### config.mk
export PLATFORM = sky130hd
export DESIGN_NAME = sse_queue
export DESIGN_NICKNAME = d
export VERILOG_FILES = /design/src/design/sse_pkg.sv /design/src/design/sse_queue.sv
export SDC_FILE = /design/constraint.sdc
export NUM_CORES = 1
export LEC_CHECK = 0
export BUFFER_PORTS_ARGS = -buffer_cell sky130_fd_sc_hd__buf_2
export CORE_MARGIN = 1
export CORE_UTILIZATION = 54
export CTS_CLUSTER_DIAMETER = 60
export CTS_CLUSTER_SIZE = 14
export DETAILED_ROUTE_END_ITERATION = 10
export HOLD_SLACK_MARGIN = 0.03
export PLACE_DENSITY_LB_ADDON = 0.15
export SLEW_MARGIN = 10
export SYNTH_ARGS = -nofsm -noshare
export SYNTH_HDL_FRONTEND = slang
export SYNTH_SLANG_ARGS = --single-unit
### constraint.sdc
create_clock -name clk -period 7.19 [get_ports clk]
set_input_delay 0.719 -clock clk [delete_from_list [all_inputs] [get_ports clk]]
set_output_delay 0.719 -clock clk [all_outputs]
set_load 0.03 [all_outputs]
### src/design/sse_pkg.sv
package sse_pkg;

	localparam int COORD_BITS = 16;
	localparam int FRAC = 14;
	localparam int QDEPTH = 8;
	localparam int QPTR = $clog2(QDEPTH);

	typedef enum logic [2:0] {
		REG_ROW_X = 3'd0,
		REG_ROW_Y = 3'd1,
		REG_ROW_Z = 3'd2,
		REG_LIGHT = 3'd3,
		REG_SHADOW = 3'd4
	} reg_idx_t;

	typedef struct packed {
		logic signed [COORD_BITS-1:0] end_a_x;
		logic signed [COORD_BITS-1:0] end_a_y;
		logic signed [COORD_BITS-1:0] end_a_z;
		logic signed [COORD_BITS-1:0] end_b_x;
		logic signed [COORD_BITS-1:0] end_b_y;
		logic signed [COORD_BITS-1:0] end_b_z;
		logic signed [15:0] face_one_nx;
		logic signed [15:0] face_one_ny;
		logic signed [15:0] face_one_nz;
		logic signed [15:0] face_two_nx;
		logic signed [15:0] face_two_ny;
		logic signed [15:0] face_two_nz;
	} edge_t;

	typedef struct packed {
		logic signed [COORD_BITS-1:0] corner0_x;
		logic signed [COORD_BITS-1:0] corner0_y;
		logic signed [COORD_BITS-1:0] corner0_z;
		logic signed [COORD_BITS-1:0] corner1_x;
		logic signed [COORD_BITS-1:0] corner1_y;
		logic signed [COORD_BITS-1:0] corner1_z;
		logic signed [COORD_BITS-1:0] corner2_x;
		logic signed [COORD_BITS-1:0] corner2_y;
		logic signed [COORD_BITS-1:0] corner2_z;
		logic signed [COORD_BITS-1:0] corner3_x;
		logic signed [COORD_BITS-1:0] corner3_y;
		logic signed [COORD_BITS-1:0] corner3_z;
	} quad_t;

	// silhouette edge, endpoints already swapped so first = corner0
	typedef struct packed {
		logic signed [COORD_BITS-1:0] p0_x;
		logic signed [COORD_BITS-1:0] p0_y;
		logic signed [COORD_BITS-1:0] p0_z;
		logic signed [COORD_BITS-1:0] p1_x;
		logic signed [COORD_BITS-1:0] p1_y;
		logic signed [COORD_BITS-1:0] p1_z;
	} sil_t;

	typedef struct packed {
		logic [63:0] row_x;
		logic [63:0] row_y;
		logic [63:0] row_z;
		logic [47:0] light;
		logic [14:0] shadow;
	} cfg_t;

	localparam int WW = COORD_BITS + 24; // world accumulator width

	// round Q.14 to Q.0 and clamp to COORD_BITS
	function automatic logic signed [COORD_BITS-1:0] round_sat(input logic signed [WW-1:0] v);
		logic signed [WW-1:0] r;
		logic signed [WW-1:0] hi;
		logic signed [WW-1:0] lo;
		r = (v + WW'(signed'(1 << (FRAC - 1)))) >>> FRAC;
		hi = WW'((64'sd1 <<< (COORD_BITS - 1)) - 1);
		lo = -hi - WW'(1);
		if (r > hi) return hi[COORD_BITS-1:0];
		else if (r < lo) return lo[COORD_BITS-1:0];
		else return r[COORD_BITS-1:0];
	endfunction

endpackage

### src/design/sse_queue.sv
module sse_queue (
	input logic clk,
	input logic arst_n,
	input logic wr,
	input sse_pkg::sil_t wdata,
	input logic rd,
	output logic nonempty,
	output logic [sse_pkg::QPTR:0] level,
	output sse_pkg::sil_t rdata
);
	import sse_pkg::*;

	sil_t mem_q [QDEPTH];
	logic [QPTR-1:0] wp_q;
	logic [QPTR-1:0] rp_q;
	logic [QPTR:0] cnt_q;

	assign nonempty = cnt_q != '0;
	assign rdata = mem_q[rp_q];
	assign level = cnt_q;

	always_ff @(posedge clk) begin
		if (wr) mem_q[wp_q] <= wdata;
	end

	always_ff @(posedge clk or negedge arst_n) begin
		if (!arst_n) begin
			wp_q <= '0;
			rp_q <= '0;
			cnt_q <= '0;
		end else begin
			if (wr) wp_q <= wp_q + 1'b1;
			if (rd) rp_q <= rp_q + 1'b1;
			cnt_q <= cnt_q + (QPTR+1)'(wr) - (QPTR+1)'(rd);
		end
	end

	assert property (@(posedge clk) disable iff (!arst_n) !(rd && !nonempty))
		else $error("queue read while empty");
	assert property (@(posedge clk) disable iff (!arst_n) !(wr && cnt_q == (QPTR+1)'(QDEPTH) && !rd))
		else $error("queue overflow");
	assert property (@(posedge clk) disable iff (!arst_n) cnt_q <= (QPTR+1)'(QDEPTH))
		else $error("queue count out of range");

endmodule

## Word level (Yosys, flattened, before mapping)

Memories as Yosys holds them, arrays and structs flattened.
Cells that the tools add are included.

| cells by class | value |
|---|---|
| divide/modulo/power cells | 0 |
| shift-type cells | 0 |
| $add $sub $neg | 4 |
| reductions and logical operators | 1 |
| equal/unequal tests | 0 |
| bitwise operators | 0 |
| multiply operators | 0 |
| muxes and demuxes | 2 |
| order comparisons | 0 |

Operators by type and width:

| cell | number |
|---|---|
| 3-bit by 1-bit adder with 3-bit output (second input constant) | 2 |
| 4-bit by 1-bit adder with 4-bit output | 1 |
| 4-bit nonzero test | 1 |
| 4-bit by 1-bit subtractor with 4-bit output | 1 |
| 1-bit 2-to-1 mux | 2 |

| storage, ports and cells | value |
|---|---|
| memories kept | 1 |
| output and inout port bits | 101 |
| memory bits (writable) | 768 |
| bits in latches | 0 |
| bits in read-only memories | 0 |
| register bits after elaboration | 10 |

Memories:

| name | words | width | rd ports | clocked after Yosys merged registers in | write ports | RTL line | RTL |
|---|---|---|---|---|---|---|---|
| mem_q | 8 | 96 | 1 | 0 | 1 | sse_queue.sv:13 | `sil_t mem_q [QDEPTH];` |

## Longest topological paths before layout

| logic depth | value |
|---|---|
| word-level depth | 2 |
| mapped depth | 7 |

## Least setup slack after synthesis

No wires, ideal clock.

| path | value |
|---|---|
| path type | input port to flip-flop |
| from | input wr |
| to | memory mem_q[0][0] (netlist bit) (enable) |
| required time | 6522 ps |
| path buffers | 0 |
| library setup time | 668 ps |
| data arrival time | 7308 ps |
| cell stages on the path | 2 |
| slack | -786 ps |
| cell sequence | nand2b_1 nor3_1 |

| on the way | value |
|---|---|
| word-level cells in the longest chain between the ends | 2 |

Ends and longest elaborated chain:

| what | RTL line | RTL |
|---|---|---|
| start: declaration | sse_queue.sv:4 | `input logic wr,` |
| 1-bit 2-to-1 mux | sse_queue.sv:23 | `if (wr) mem_q[wp_q] <= wdata;` |
| 1-bit 2-to-1 mux (implied by the code) | sse_queue.sv:23 |  |
| end: declaration | sse_queue.sv:13 |  |

No other way between the ends.

==> impl_results.md <==
- Post-synthesis sequential area ratio: 79.38%
- Routed met2 length: 27960 um
- Num CTS Buffers: 66
- Post-synthesis compound-gate area fraction: 0.04261%
- Largest net degree at the start of global routing: 91
- GP Congestion: 0.6852
- FP Rows: 85
- 1st-pass router iterations: 4
- H-tree levels: 3
- Highest clock rate: 242.3 MHz
- Simple-Gate Fraction of Synth Area: 0.2429%
- Synthesis-to-layout area growth: 12.51%
- Starting Density: 54.57%
- RSZ-0062 raised after global routing: no
- Dpl cell area: 31180 um^2
- Kind of start point of the critical path: flop
- Post-CTS sizing: 0
- Final min period: 4127 ps
- Place WS: 3554 ps
- Crit-path cells: buf_12 > mux4_2 > mux2_2 > buf_2
- Warnings from Yosys: 0
- DR iter-0 viols: 803
- Syn avg cell area: 25.27 um^2
- Fill cells: 3686
- Root Buffer: clkbuf_16
- Area of the multi-input gates: 5739 um^2
- Share of post-route cells with drive strength above 1: 42.42%
- Maximum vdd drop: 0.2862 mV
- Clock Sinks: 778
- Met3 WL: 2737 um
- CP max-delay cell: dfrtp_4
- Routed vias/inst: 5.913
- Hold Startpoint: rd
- Crit path required time: 6470 ps
- Die width: 235.2 um
- Core ar.: 53810 um^2
- Leakage: 10.68 nW
- Hold_ws: 382.9 ps
- Residual DRC: 0
- Final #Nets: 1507
- Hold Fails Final Rpt: 0
- Synthesized-area fraction occupied by adder cells: 0.3664%
- Vias in the first global route: 13478
- CTS tree: done
- Multiplexer share of the synthesized area: 18.48%
- Met1 wire length: 23000 um
- Tightest Pin Transition: 1000 ps
- Design Area, Final: 33040 um^2
- Routed wire length: 54950 um
- Port Buffers: 200
- Slew Limit Headroom: 33.33%
- Setup_tns: 0 ps
- Slowest cell delay on critical path: 1040 ps
- CP startpoint: rp_q[0]
- P per Cell Area: 421.4 nW/um^2
- Ports: 201
- Post-Synthesis Cells: 1162
- Final ANT Viol Nets: 0
- GRT Util Overall: 20.56%
- Endpoints failing setup: 0
- Max Cap Viol: 0
- Clock insertion delay at the later pin of the skew report: 590 ps
- Post-DP HPWL: 28000 um
- CTS max path bufs: 3
- Mapped Area: 29370 um^2
- Final Max Tran Viols: 0
- Critical path data arrival time: 3410 ps
- Layout Utilization: 61.40%
- Initial antenna violation count: 8
- CP endpoint kind: primary output
- Post-Synth XOR/XNOR Area: 0.1789%
- Register area: 23320 um^2
- WL per Instance: 26.04 um
- Clk_skew: 17.80 ps
- CP Buf/Inv Count: 2
- Worst-path fanout max: 82
- Final period util: 57.40%
- First-pass GRT wire length: 83290 um
- Reg2reg start: wp_q[1]
- Die area: 55320 um^2
- Post-synthesis register bit count: 778
- Worst setup margin: 3063 ps
- Gr ovfl total: 0
- Worst R2R Setup Slack: 4790 ps
- Post-Syn Nets: 1270
- # hold bufs at CTS: 1
- Status: finished, final reports clean
- Synth cell types: 20
- Die Ht: 235.2 um
- Largest family of logic cells by synthesized area: multiplexers
- Post-CTS Setup Bufs: 0
- Min-delay worst type: primary input to flop
- Clock Pin Slew Worst Setup and Hold Paths: 60 ps
- Vias after detailed routing: 12476
- Top routing layer in use: met5
- Setup Crit Path Kind: flop to primary output
- CP top delay family: flip-flops
[layout by cell type (no fill, tap or decap)]
master | synthesis | layout
nand3_1 | 1 | 1
mux4_2 | 192 | 192
diode_2 | 0 | 2
nand2b_1 | 3 | 3
a21oi_1 | 1 | 1
fa_1 | 1 | 1
xnor2_1 | 3 | 3
edfxtp_1 | 768 | 768
clkbuf_8 | 0 | 1
a21o_1 | 1 | 1
mux2_2 | 98 | 98
dfrtp_1 | 10 | 7
nor2_4 | 0 | 6
buf_12 | 0 | 4
clkbuf_16 | 0 | 69
buf_2 | 6 | 200
inv_1 | 8 | 8
buf_4 | 0 | 18
dfrtp_4 | 0 | 3
bufinv_16 | 0 | 2
clkinv_2 | 0 | 2
dlygate4sd3_1 | 0 | 1
xor2_1 | 3 | 3
ha_1 | 7 | 7
inv_6 | 0 | 2
clkbuf_1 | 15 | 5
nand2_1 | 4 | 4
nor3_4 | 0 | 2
[cell usage after synthesis]
cell type  count  area share (%)
edfxtp_1     768              79
mux4_2       192              15
mux2_2        98             3.8
buf_6         19            0.73
clkbuf_1      15            0.19
buf_1         14            0.18
dfrtp_1       10            0.85
inv_1          8            0.10
ha_1           7            0.30
buf_2          6            0.10
nor2_1         6           0.077
nand2_1        4           0.051
nand2b_1       3           0.064
xnor2_1        3           0.089
xor2_1         3           0.089
nor3_1         2           0.034
a21o_1         1           0.026
a21oi_1        1           0.017
fa_1           1           0.068
nand3_1        1           0.017
[kinds of logic (layout without fill, tap and decap cells)]
kind of cell,count (synthesis),in the layout
flops,778,778
mux,290,290
buf+inv,62,312
simple gates,16,16
fa+ha+maj,8,8
xor+xnor,6,6
compound gates,2,2
other cells,0,2
[sequential cells by signal (all words and copies together) (netlist names)]
name   cells
rp_q       3
mem_q    768
wp_q       3
level      4
[power by group]
part           switching [W]  internal, W  total, W
Clock                0.00145      0.00179   0.00324
Sequential          0.000347      0.00570   0.00604
Combinational        0.00270      0.00194   0.00464
[stage by stage]
step	std cells	total power [W]
2_1_floorplan	1162	0.009657
3_3_place_gp	2026	0.01085
3_5_place_dp	2026	0.01090
4_1_cts	2108	0.01416
5_1_grt	2108	0.01455
6_report	2110	0.01392
[path summary, 6_finish.rpt]
kind,end,depth (start not counted)
hold reg to reg,wp_q[1],1
setup reg to reg,mem_q[0][56],4
hold / removal,rp_q[0],2
setup / recovery,rdata[63],4
max in group asynchronous,rp_q[2],2
min in group asynchronous,level[2],2
[routing by layer]
layer  up-vias  GRT usage, %
li1       5410             -
met1      6720         27.25
met2       247         34.39
met3        87         4.503
met4        12         6.400
met5         -             0
[final cells by class]
cell class                      instances  area share, %
Tap cell                              696          2.636
Multi-Input combinational cell        322          17.37
Timing Repair Buffer                  223          3.711
Antenna cell                            2        0.01515
Clock inverter                          6         0.2651
Sequential cell                       778          70.59
Inverter                                8        0.09088
Clock buffer                           75          5.324
Power figures use the tool's default switching activity.
